===== config.mk =====
export PLATFORM = sky130hd
export DESIGN_NAME = packet_header_classifier_unit_flat
export DESIGN_NICKNAME = d
export VERILOG_FILES = /design/src/rtl/phc_pkg.sv /design/src/rtl/phc_if.sv /design/src/rtl/phc_capture.sv /design/src/rtl/phc_classify.sv /design/src/rtl/packet_header_classifier_unit.sv /design/src/flat_wrapper.sv
export SDC_FILE = /design/constraint.sdc
export NUM_CORES = 1
export LEC_CHECK = 0
export BUFFER_PORTS_ARGS = -buffer_cell sky130_fd_sc_hd__buf_2
export CAP_MARGIN = 20
export CELL_PAD_IN_SITES_DETAIL_PLACEMENT = 2
export CELL_PAD_IN_SITES_GLOBAL_PLACEMENT = 2
export CORE_MARGIN = 4
export CORE_UTILIZATION = 44
export CTS_BUF_LIST = sky130_fd_sc_hd__clkbuf_4 sky130_fd_sc_hd__clkbuf_8
export CTS_CLUSTER_SIZE = 30
export DETAILED_ROUTE_END_ITERATION = 6
export PLACE_DENSITY = 0.95
export RECOVER_POWER = 50
export SLEW_MARGIN = 25
export SYNTH_ARGS = -nofsm -noshare
export SYNTH_HDL_FRONTEND = slang
export SYNTH_HIERARCHICAL = 1
export SYNTH_SLANG_ARGS = --single-unit

===== constraint.sdc =====
create_clock -name i_clk -period 21.4 [get_ports i_clk]
set_input_delay 6.42 -clock i_clk [delete_from_list [all_inputs] [get_ports i_clk]]
set_output_delay 6.42 -clock i_clk [all_outputs]
set_load 0.1 [all_outputs]

===== src/rtl/phc_pkg.sv =====
`timescale 1ns / 1ps
`default_nettype none
package phc_pkg;
    localparam int unsigned MaxFrameBytes = 16383;
    localparam int unsigned LenW = 14;

    localparam logic [15:0] EtVlan = 16'h8100;
    localparam logic [15:0] EtQinq = 16'h88A8;
    localparam logic [15:0] EtIpv4 = 16'h0800;
    localparam logic [15:0] EtIpv6 = 16'h86DD;
    localparam logic [15:0] EtArp  = 16'h0806;
    localparam logic [7:0]  ProtoIcmp  = 8'd1;
    localparam logic [7:0]  ProtoTcp   = 8'd6;
    localparam logic [7:0]  ProtoUdp   = 8'd17;
    localparam logic [7:0]  ProtoIcmp6 = 8'd58;

    localparam logic [2:0] CfgHttps   = 3'd0;
    localparam logic [2:0] CfgHttp    = 3'd1;
    localparam logic [2:0] CfgHttpAlt = 3'd2;
    localparam logic [2:0] CfgDns     = 3'd3;
    localparam logic [2:0] CfgMdns    = 3'd4;

    localparam logic [3:0] ClsUnknown = 4'd0;
    localparam logic [3:0] ClsArp     = 4'd1;
    localparam logic [3:0] ClsTcp     = 4'd2;
    localparam logic [3:0] ClsHttps   = 4'd3;
    localparam logic [3:0] ClsHttp    = 4'd4;
    localparam logic [3:0] ClsUdp     = 4'd5;
    localparam logic [3:0] ClsQuic    = 4'd6;
    localparam logic [3:0] ClsDns     = 4'd7;
    localparam logic [3:0] ClsIcmp    = 4'd8;

    localparam logic [1:0] KindNone = 2'd0;
    localparam logic [1:0] KindTcp  = 2'd1;
    localparam logic [1:0] KindUdp  = 2'd2;
    localparam logic [1:0] KindIcmp = 2'd3;

    typedef struct packed {
        logic [15:0] https;
        logic [15:0] http;
        logic [15:0] http_alt;
        logic [15:0] dns;
        logic [15:0] mdns;
    } t_ports;

    typedef struct packed {
        logic [15:0] outer_et;
        logic [15:0] inner_et;
        logic [6:0]  ip_hdr;
        logic [7:0]  proto;
        logic [15:0] sport;
        logic [15:0] dport;
        logic [7:0]  flags;
        logic [6:0]  tcp_hdr;
        logic [55:0] prefix;
    } t_hdr;

    typedef struct packed {
        logic [3:0]  protocol_class;
        logic [1:0]  ip_version;
        logic        vlan_tagged;
        logic [7:0]  ip_protocol;
        logic [15:0] source_port;
        logic [15:0] destination_port;
        logic [7:0]  tcp_flag_bits;
        logic [6:0]  transport_start;
        logic [7:0]  payload_start;
        logic [13:0] payload_bytes;
        logic [13:0] frame_length;
    } t_result;

    function automatic logic is_tag(input logic [15:0] et);
        return (et == EtVlan) || (et == EtQinq);
    endfunction

    function automatic logic [6:0] hdr_len(input logic [3:0] n);
        logic [6:0] h;
        h = {1'b0, n, 2'b00};
        return (h < 7'd20) ? 7'd20 : h;
    endfunction
endpackage
`default_nettype wire


===== src/rtl/phc_if.sv =====
`timescale 1ns / 1ps
`default_nettype none
interface phc_in_if;
    logic       valid;
    logic       ready;
    logic [7:0] frame_byte;
    logic       last_byte;
    modport source (output valid, frame_byte, last_byte, input ready);
    modport sink (input valid, frame_byte, last_byte, output ready);
endinterface

interface phc_out_if;
    logic              valid;
    logic              ready;
    phc_pkg::t_result  result;
    modport source (output valid, result, input ready);
    modport sink (input valid, result, output ready);
endinterface

interface phc_cfg_if;
    logic        valid;
    logic        ready;
    logic [2:0]  index;
    logic [15:0] data;
    modport source (output valid, index, data, input ready);
    modport sink (input valid, index, data, output ready);
endinterface
`default_nettype wire


===== src/rtl/phc_capture.sv =====
`timescale 1ns / 1ps
`default_nettype none
module phc_capture #(
    parameter int unsigned MAX_FRAME_BYTES = phc_pkg::MaxFrameBytes
) (
    input  wire logic                    i_clk,
    input  wire logic                    i_rst_n,
    input  wire logic                    i_take,
    input  wire logic [7:0]              i_byte,
    input  wire logic                    i_last,
    output phc_pkg::t_hdr                o_hdr,
    output logic [phc_pkg::LenW-1:0]     o_len
);
    localparam int unsigned PosW = $clog2(MAX_FRAME_BYTES + 1);
    localparam logic [PosW-1:0] PosMax = PosW'(MAX_FRAME_BYTES);

    logic [PosW-1:0] r_pos, n_pos;
    phc_pkg::t_hdr r_hdr, n_hdr;
    phc_pkg::t_hdr c_hdr;
    phc_pkg::t_hdr clr_hdr;

    logic [PosW:0] pos, l3, rel, t, tp, p, pp;
    logic [15:0] et;
    logic has_tag, v4, v6, tl;

    always_comb begin
        clr_hdr = '0;
        clr_hdr.ip_hdr = 7'd20;
        clr_hdr.tcp_hdr = 7'd20;
        c_hdr = r_hdr;
        pos = {1'b0, r_pos};
        if (pos == 12) c_hdr.outer_et[15:8] = i_byte;
        if (pos == 13) c_hdr.outer_et[7:0] = i_byte;
        if (pos == 16) c_hdr.inner_et[15:8] = i_byte;
        if (pos == 17) c_hdr.inner_et[7:0] = i_byte;
        has_tag = phc_pkg::is_tag(r_hdr.outer_et);
        l3 = has_tag ? (PosW+1)'(18) : (PosW+1)'(14);
        et = has_tag ? r_hdr.inner_et : r_hdr.outer_et;
        v4 = (et == phc_pkg::EtIpv4);
        v6 = (et == phc_pkg::EtIpv6);
        rel = pos - l3;
        t = l3 + (v4 ? (PosW+1)'(r_hdr.ip_hdr) : (PosW+1)'(40));
        tp = pos - t;
        tl = (r_hdr.proto == phc_pkg::ProtoTcp) || (r_hdr.proto == phc_pkg::ProtoUdp);
        p = t + (PosW+1)'(r_hdr.tcp_hdr);
        pp = pos - p;
        if (pos >= 14 && pos >= l3 && (v4 || v6)) begin
            if (v4 && rel == 0) c_hdr.ip_hdr = phc_pkg::hdr_len(i_byte[3:0]);
            if (v4 && rel == 9) c_hdr.proto = i_byte;
            if (v6 && rel == 6) c_hdr.proto = i_byte;
            if (pos >= t && tl) begin
                if (tp == 0) c_hdr.sport[15:8] = i_byte;
                if (tp == 1) c_hdr.sport[7:0] = i_byte;
                if (tp == 2) c_hdr.dport[15:8] = i_byte;
                if (tp == 3) c_hdr.dport[7:0] = i_byte;
                if (r_hdr.proto == phc_pkg::ProtoTcp) begin
                    if (tp == 12) c_hdr.tcp_hdr = phc_pkg::hdr_len(i_byte[7:4]);
                    if (tp == 13) c_hdr.flags = i_byte;
                    if (pos >= p && pp < 7) begin
                        c_hdr.prefix = r_hdr.prefix
                            | (56'(i_byte) << (6'd48 - {pp[2:0], 3'b000}));
                    end
                end
            end
        end
        n_hdr = r_hdr;
        n_pos = r_pos;
        if (i_take) begin
            if (r_pos < PosMax) begin
                n_hdr = c_hdr;
                n_pos = r_pos + 1'b1;
            end
            if (i_last) begin
                n_hdr = clr_hdr;
                n_pos = '0;
            end
        end
        o_hdr = (r_pos < PosMax) ? c_hdr : r_hdr;
        o_len = (r_pos < PosMax) ? phc_pkg::LenW'(r_pos + 1'b1) : phc_pkg::LenW'(r_pos);
    end

    always_ff @(posedge i_clk) begin
        if (!i_rst_n) begin
            r_pos <= '0;
            r_hdr <= clr_hdr;
        end else begin
            r_pos <= n_pos;
            r_hdr <= n_hdr;
        end
    end
endmodule
`default_nettype wire


===== src/rtl/phc_classify.sv =====
`timescale 1ns / 1ps
`default_nettype none
module phc_classify (
    input  wire phc_pkg::t_hdr             i_hdr,
    input  wire logic [phc_pkg::LenW-1:0]  i_len,
    input  wire phc_pkg::t_ports           i_ports,
    output phc_pkg::t_result               o_res
);
    logic [15:0] et;
    logic [7:0] l3, t, ps;
    logic [14:0] len;
    logic [1:0] kind;
    logic [13:0] pl;
    logic https_hit, http_hit, dns_hit, http_pfx;
    logic [55:0] px;

    function automatic logic hit(input logic [15:0] s, input logic [15:0] d,
                                 input logic [15:0] a);
        return (s == a) || (d == a);
    endfunction

    always_comb begin
        o_res = '0;
        len = {1'b0, i_len};
        o_res.frame_length = i_len;
        et = i_hdr.outer_et;
        l3 = 8'd14;
        t = '0;
        kind = phc_pkg::KindNone;
        ps = '0;
        pl = '0;
        px = i_hdr.prefix;
        if (len >= 14) begin
            if (phc_pkg::is_tag(et) && len >= 18) begin
                et = i_hdr.inner_et;
                l3 = 8'd18;
                o_res.vlan_tagged = 1'b1;
            end
            if (et == phc_pkg::EtIpv4 && len >= 15'(l3) + 15'd20) begin
                o_res.ip_version = 2'd1;
                o_res.ip_protocol = i_hdr.proto;
                t = l3 + 8'(i_hdr.ip_hdr);
                if (i_hdr.proto == phc_pkg::ProtoTcp && len >= 15'(t) + 15'd20)
                    kind = phc_pkg::KindTcp;
                else if (i_hdr.proto == phc_pkg::ProtoUdp && len >= 15'(t) + 15'd8)
                    kind = phc_pkg::KindUdp;
                else if (i_hdr.proto == phc_pkg::ProtoIcmp && len >= 15'(t) + 15'd8)
                    kind = phc_pkg::KindIcmp;
            end else if (et == phc_pkg::EtIpv6 && len >= 15'(l3) + 15'd40) begin
                o_res.ip_version = 2'd2;
                o_res.ip_protocol = i_hdr.proto;
                t = l3 + 8'd40;
                if (i_hdr.proto == phc_pkg::ProtoTcp && len >= 15'(t) + 15'd20)
                    kind = phc_pkg::KindTcp;
                else if (i_hdr.proto == phc_pkg::ProtoUdp && len >= 15'(t) + 15'd8)
                    kind = phc_pkg::KindUdp;
                else if (i_hdr.proto == phc_pkg::ProtoIcmp6 && len >= 15'(t) + 15'd8)
                    kind = phc_pkg::KindIcmp;
            end else if (et == phc_pkg::EtArp) begin
                o_res.protocol_class = phc_pkg::ClsArp;
            end
        end
        o_res.transport_start = t[6:0];
        if (kind != phc_pkg::KindNone) begin
            ps = t + ((kind == phc_pkg::KindTcp) ? 8'(i_hdr.tcp_hdr) : 8'd8);
            pl = (len > 15'(ps)) ? 14'(len - 15'(ps)) : 14'd0;
        end
        o_res.payload_start = ps;
        o_res.payload_bytes = pl;
        https_hit = hit(i_hdr.sport, i_hdr.dport, i_ports.https);
        http_hit = hit(i_hdr.sport, i_hdr.dport, i_ports.http)
                || hit(i_hdr.sport, i_hdr.dport, i_ports.http_alt);
        dns_hit = hit(i_hdr.sport, i_hdr.dport, i_ports.dns)
               || hit(i_hdr.sport, i_hdr.dport, i_ports.mdns);
        http_pfx = (pl >= 4) && (
            (px[55:32] == "GET") || (px[55:24] == "POST") || (px[55:32] == "PUT")
            || (pl >= 6 && px[55:8] == "DELETE") || (px[55:24] == "HEAD")
            || (pl >= 7 && px == "OPTIONS") || (px[55:24] == "HTTP"));
        unique case (kind)
            phc_pkg::KindTcp: begin
                o_res.source_port = i_hdr.sport;
                o_res.destination_port = i_hdr.dport;
                o_res.tcp_flag_bits = i_hdr.flags;
                if (https_hit) o_res.protocol_class = phc_pkg::ClsHttps;
                else if (http_hit && http_pfx) o_res.protocol_class = phc_pkg::ClsHttp;
                else o_res.protocol_class = phc_pkg::ClsTcp;
            end
            phc_pkg::KindUdp: begin
                o_res.source_port = i_hdr.sport;
                o_res.destination_port = i_hdr.dport;
                if (pl >= 12 && dns_hit) o_res.protocol_class = phc_pkg::ClsDns;
                else if (https_hit) o_res.protocol_class = phc_pkg::ClsQuic;
                else o_res.protocol_class = phc_pkg::ClsUdp;
            end
            phc_pkg::KindIcmp: o_res.protocol_class = phc_pkg::ClsIcmp;
            default: ;
        endcase
    end
endmodule
`default_nettype wire


===== src/rtl/packet_header_classifier_unit.sv =====
// Packet header classifier.
// The input channel carries one frame byte per item, last_byte marking the
// final byte. The block accepts one item every cycle, except while it holds off a final byte.
// Each frame yields one result item, registered in the cycle after the last
// byte is accepted; no result is produced for other bytes.
// Header fields are captured on the fly by a byte-position counter; the
// classification is a single combinational pass into the result register.
// When the receiver stalls, the result register holds its item; a new item
// is still accepted if it does not complete a frame, and a final byte waits
// only while the result register is full and not being drained.
// Bytes beyond MAX_FRAME_BYTES are dropped and the length saturates.
// The configuration channel is always ready and writes five port registers.
// Synchronous reset clears frame state, empties the result register and
// restores the default ports (443, 80, 8080, 53, 5353).
`timescale 1ns / 1ps
`default_nettype none
module packet_header_classifier_unit #(
    parameter int unsigned MAX_FRAME_BYTES = phc_pkg::MaxFrameBytes
) (
    input  wire logic  i_clk,
    input  wire logic  i_rst_n,
    phc_in_if.sink     in_ch,
    phc_out_if.source  out_ch,
    phc_cfg_if.sink    cfg_ch
);
    phc_pkg::t_ports r_ports;
    phc_pkg::t_hdr hdr;
    logic [phc_pkg::LenW-1:0] len;
    phc_pkg::t_result res, r_res;
    logic r_valid, take;

    assign in_ch.ready = !(in_ch.last_byte && r_valid && !out_ch.ready);
    assign take = in_ch.valid && in_ch.ready;
    assign cfg_ch.ready = 1'b1;
    assign out_ch.valid = r_valid;
    assign out_ch.result = r_res;

    phc_capture #(.MAX_FRAME_BYTES(MAX_FRAME_BYTES)) u_cap (
        .i_clk(i_clk), .i_rst_n(i_rst_n), .i_take(take),
        .i_byte(in_ch.frame_byte), .i_last(in_ch.last_byte),
        .o_hdr(hdr), .o_len(len)
    );

    phc_classify u_cls (.i_hdr(hdr), .i_len(len), .i_ports(r_ports), .o_res(res));

    always_ff @(posedge i_clk) begin
        if (!i_rst_n) begin
            r_valid <= 1'b0;
            r_ports.https <= 16'd443;
            r_ports.http <= 16'd80;
            r_ports.http_alt <= 16'd8080;
            r_ports.dns <= 16'd53;
            r_ports.mdns <= 16'd5353;
        end else begin
            if (take && in_ch.last_byte) r_valid <= 1'b1;
            else if (out_ch.ready) r_valid <= 1'b0;
            if (cfg_ch.valid) begin
                unique case (cfg_ch.index)
                    phc_pkg::CfgHttps:   r_ports.https <= cfg_ch.data;
                    phc_pkg::CfgHttp:    r_ports.http <= cfg_ch.data;
                    phc_pkg::CfgHttpAlt: r_ports.http_alt <= cfg_ch.data;
                    phc_pkg::CfgDns:     r_ports.dns <= cfg_ch.data;
                    phc_pkg::CfgMdns:    r_ports.mdns <= cfg_ch.data;
                    default: ;
                endcase
            end
        end
    end

    always_ff @(posedge i_clk) begin
        if (take && in_ch.last_byte) r_res <= res;
    end

`ifndef ASSERT_OFF
    a_no_overwrite: assert property (@(posedge i_clk) disable iff (!i_rst_n)
        (r_valid && !out_ch.ready) |-> !(take && in_ch.last_byte))
        else $error("pending result overwritten");
    a_hold: assert property (@(posedge i_clk) disable iff (!i_rst_n)
        (r_valid && !out_ch.ready) |=> (r_valid && $stable(r_res)))
        else $error("stalled result changed");
    a_result_after_last: assert property (@(posedge i_clk) disable iff (!i_rst_n)
        (take && in_ch.last_byte) |=> r_valid)
        else $error("missing result");
`endif
endmodule
`default_nettype wire

===== src/flat_wrapper.sv =====
// flat-port wrapper written by rule: the top's interface ports become plain ports
module packet_header_classifier_unit_flat 
#(
    parameter int unsigned MAX_FRAME_BYTES = phc_pkg::MaxFrameBytes
)
  (i_clk, i_rst_n, in_ch_valid, in_ch_frame_byte, in_ch_last_byte, in_ch_ready, out_ch_valid, out_ch_result, out_ch_ready, cfg_ch_valid, cfg_ch_index, cfg_ch_data, cfg_ch_ready);
  phc_in_if in_ch_i ();
  phc_out_if out_ch_i ();
  phc_cfg_if cfg_ch_i ();
  input  wire logic i_clk;
  input  wire logic i_rst_n;
  input wire logic [$bits(in_ch_i.valid)-1:0] in_ch_valid;
  input wire logic [$bits(in_ch_i.frame_byte)-1:0] in_ch_frame_byte;
  input wire logic [$bits(in_ch_i.last_byte)-1:0] in_ch_last_byte;
  output wire logic [$bits(in_ch_i.ready)-1:0] in_ch_ready;
  output wire logic [$bits(out_ch_i.valid)-1:0] out_ch_valid;
  output wire logic [$bits(out_ch_i.result)-1:0] out_ch_result;
  input wire logic [$bits(out_ch_i.ready)-1:0] out_ch_ready;
  input wire logic [$bits(cfg_ch_i.valid)-1:0] cfg_ch_valid;
  input wire logic [$bits(cfg_ch_i.index)-1:0] cfg_ch_index;
  input wire logic [$bits(cfg_ch_i.data)-1:0] cfg_ch_data;
  output wire logic [$bits(cfg_ch_i.ready)-1:0] cfg_ch_ready;
  assign in_ch_i.valid = in_ch_valid;
  assign in_ch_i.frame_byte = in_ch_frame_byte;
  assign in_ch_i.last_byte = in_ch_last_byte;
  assign in_ch_ready = in_ch_i.ready;
  assign out_ch_valid = out_ch_i.valid;
  assign out_ch_result = out_ch_i.result;
  assign out_ch_i.ready = out_ch_ready;
  assign cfg_ch_i.valid = cfg_ch_valid;
  assign cfg_ch_i.index = cfg_ch_index;
  assign cfg_ch_i.data = cfg_ch_data;
  assign cfg_ch_ready = cfg_ch_i.ready;
  packet_header_classifier_unit #(.MAX_FRAME_BYTES(MAX_FRAME_BYTES)) u_core (.i_clk(i_clk), .i_rst_n(i_rst_n), .in_ch(in_ch_i), .out_ch(out_ch_i), .cfg_ch(cfg_ch_i));
endmodule

==> flow_metrics.env <==
export IMPL_status="finished with violations"
export IMPL_violations="capacitance limit, slew limit"
export IMPL_rows=81
export IMPL_worst_pin_slew_ns=3.905
export IMPL_max_slew_margin=-1.603
export IMPL_routed_wl_mm=114.1
export IMPL_grt_usage=0.4019
export IMPL_synthTopCellsByArea="dfxtp_1 (22%), edfxtp_1 (13%), xnor2_1 (7.6%), ha_1 (4.7%), mux2_2 (4.6%)"
export IMPL_clkLatencyLatePin_ns=0.74
export IMPL_setup_viol=0
export IMPL_synth_edff_count=98
export IMPL_final_nets=2594
export IMPL_start_kind="input port"
export IMPL_hold_buffers=0
export IMPL_timing_critical_path_slowest_cell_delay_ns=0.95
export IMPL_yosys_area_top_type="dfxtp_1"
export IMPL_dr_wl_met3_mm=10.16
export IMPL_hold_class="reg -> reg"
export IMPL_path_class="in -> reg"
export IMPL_cts_tree="done"
export IMPL_critical_path_slowest_cell="clkbuf_1"
export IMPL_drv_cap=6
export IMPL_area_delta_synth_final_pct=10.73
export IMPL_fin_crit_ns=17.75
export IMPL_rsz0062_at_grt="false"
export IMPL_ys_warn_count=6
export IMPL_h_tree_depth=2
export IMPL_root_buffer="clkbuf_8"
export IMPL_hold_ws_ns=0.4746
export IMPL_max_freq_ghz=0.05634
export IMPL_dp_hpwl_mm=69.64
export IMPL_cts_buffers=61
export IMPL_hold_viol=0
export IMPL_final_fill_count=5260
export IMPL_synth_flop_cell="dfxtp_1"
export IMPL_ys_async_sr_fraction=0
export IMPL_drtIter0Drc=2764
export IMPL_overflow=0
export IMPL_cp_required_ns=21.83
export IMPL_viasPerCell=7.034
export IMPL_syn_area_per_cell_um2=9.193
export IMPL_wl_met1_mm=41.37
export IMPL_die_x_um=232.3
export IMPL_grt_pass1_wl_mm=164.6
export IMPL_numClockSinks=343
export IMPL_ys_types=102
export IMPL_power_density_mw_per_mm2=64.24
export IMPL_fin_util=0.4966
export IMPL_antenna_found_initial=7
export IMPL_skew_ns=0.06074
export IMPL_synthCells=2408
export IMPL_synth_seq_cells=343
export IMPL_total_power_uw=1575
export IMPL_num_vias=22480
export IMPL_worstPathMaxFanout=20
export IMPL_slew_viol_final=290
export IMPL_wl_per_cell_um=35.73
export IMPL_cp_end_kind="flip-flop"
export IMPL_core_mm2=0.04936
export IMPL_wl_met2_mm=53.60
export IMPL_p_leak_uw=0.009195
export IMPL_grt_pass1_vias=24450
export IMPL_drt_pass1_iter_count=5
export IMPL_dp_slack_ns=4.730
export IMPL_start_util=0.4485
export IMPL_cts_max_path_buffers=3
export IMPL_timing_setup_tns_ns=0
export IMPL_die_area_mm2=0.05397
export IMPL_die_y_um=232.3
export IMPL_r2r_slack_ns=6.56
export IMPL_grt_max_degree=85
export IMPL_path_clk_slew_ns=0.06
export IMPL_fin_crit_sh=0.8295
export IMPL_gp_congestion=0.9447
export IMPL_ctsResizeCount=0
export IMPL_synth_area_mm2=0.02214
export IMPL_worst_slack_ns=3.649
export IMPL_ir_drop_mv=0.08637
export IMPL_pin_count=134
export IMPL_crit_arrival_ns=18.19
export IMPL_drc=0
export IMPL_yosysSeqAreaShare=0.3545
export IMPL_layout_drive_gt1_share=0.1364
export IMPL_crit_top_cell="ha_1"
export IMPL_numPortBuffers=132
export IMPL_routed_top_layer="met5"
export IMPL_final_antenna_net_count=0
export IMPL_postCtsSetupBuffers=0
export IMPL_yosysTopAreaCellShare=0.2216
kinds of logic after synthesis:
kind of cell             Yosys count  synth area share
AND/OR/NAND/NOR                  864            0.2092
flip-flops                       343            0.3545
AO/OA/AOI/OAI                    471            0.1629
buffers and inverters            245           0.04663
adder cells (fa/ha/maj)           94           0.05550
multiplexers                     180           0.08760
other                              2         0.0003392
XOR/XNOR                         209           0.08331
final timing paths:
path / cells after the start / to / start
worst min-delay path: 2 / u_core/u_cap/r_hdr[26] / u_core/u_cap/r_hdr[26]
worst max-delay path: 37 / u_core/out_ch.result[94] / in_ch_frame_byte[0]
worst min register to register: 2 / u_core/u_cap/r_hdr[26] / u_core/u_cap/r_hdr[26]
worst max register to register: 44 / u_core/out_ch.result[94] / u_core/u_cap/r_hdr[135]
cell usage in the layout, fill, tap and decap left out, types with 17 or more instances in the layout:
cell and n:
nor2b_1 104, ha_1 83, a21o_1 41, clkbuf_8 66
a22oi_1 24, nor3_1 58, buf_4 26, o21ai_0 63
nand2b_1 23, nand3_1 66, o21bai_1 25, a22o_1 53
nand4_1 53, o211ai_1 36, edfxtp_1 98, nor2_1 136
inv_1 68, and2_1 53, mux2_2 90, clkbuf_1 114
clkbuf_4 20, xor2_1 17, or3_1 18, dfxtp_1 245
xnor2_1 191, nand2_1 213, mux2i_1 88, a21oi_1 51
nor4_1 32, a31o_2 20, buf_2 31
where the power goes:
group	leakage (uW)	switching, uW	internal, uW
clock	0.000729	333	417
sequential	0.00292	9.15	677
combinational	0.00554	116	23.1
total	0.00920	458	1120
metrics by stage:
step	instance area (um^2)	std cells
finish	24510	3195
global route	24500	3191
CTS	24650	3185
detailed placement	23250	3070
global placement	23240	3070
floorplan	22140	2409
cell usage after synthesis, types with 18 or more instances:
cell,count
a21o_1,41
a21oi_1,52
a22o_1,53
a22oi_1,24
a31o_2,20
and2_1,53
clkbuf_1,140
dfxtp_1,245
edfxtp_1,98
ha_1,83
inv_1,68
mux2_2,90
mux2i_1,88
nand2_1,213
nand2b_1,23
nand3_1,66
nand4_1,53
nor2_1,139
nor2b_1,104
nor3_1,60
nor4_1,34
o211ai_1,36
o21ai_0,63
o21bai_1,25
or3_1,18
xnor2_1,191
critical path: cells and delay by family:
kind,cells,cell delay (ns)
adder cells (fa/ha/maj),7,2.55
AND/OR/NAND/NOR,9,2.02
XOR/XNOR,3,1.01
multiplexers,2,0.62
AO/OA/AOI/OAI,13,4.25
buffers and inverters,3,1.29
registers in the layout (all words and copies together), names as in the netlist:
| register | flops |
|---|---|
| u_core/out_ch.result | 98 |
| u_core/u_cap/r_hdr | 150 |
| u_core/u_cap/r_pos | 14 |
| u_core/r_ports | 80 |
| u_core/out_ch.valid | 1 |
cell type report:
cell class | instances | area (um^2) | share of cell area
timing repair buffer | 171 | 778.2 | 0.03175
clock buffer | 86 | 1059 | 0.04318
multi-input combinational | 1821 | 13360 | 0.5449
sequential | 343 | 7848 | 0.3201
clock inverter | 29 | 346.6 | 0.01414
antenna | 9 | 22.52 | 0.0009188
inverter | 72 | 270.3 | 0.01103
tap | 664 | 830.8 | 0.03389
metal layers:
layer | global-route usage | vias up
met4 | 0.2690 | 2
met5 | 0 | -
met3 | 0.09593 | 629
met1 | 0.4539 | 11290
li1 | - | 8877
met2 | 0.6742 | 1678
No activity file was read; power rests on OpenSTA's default activity.
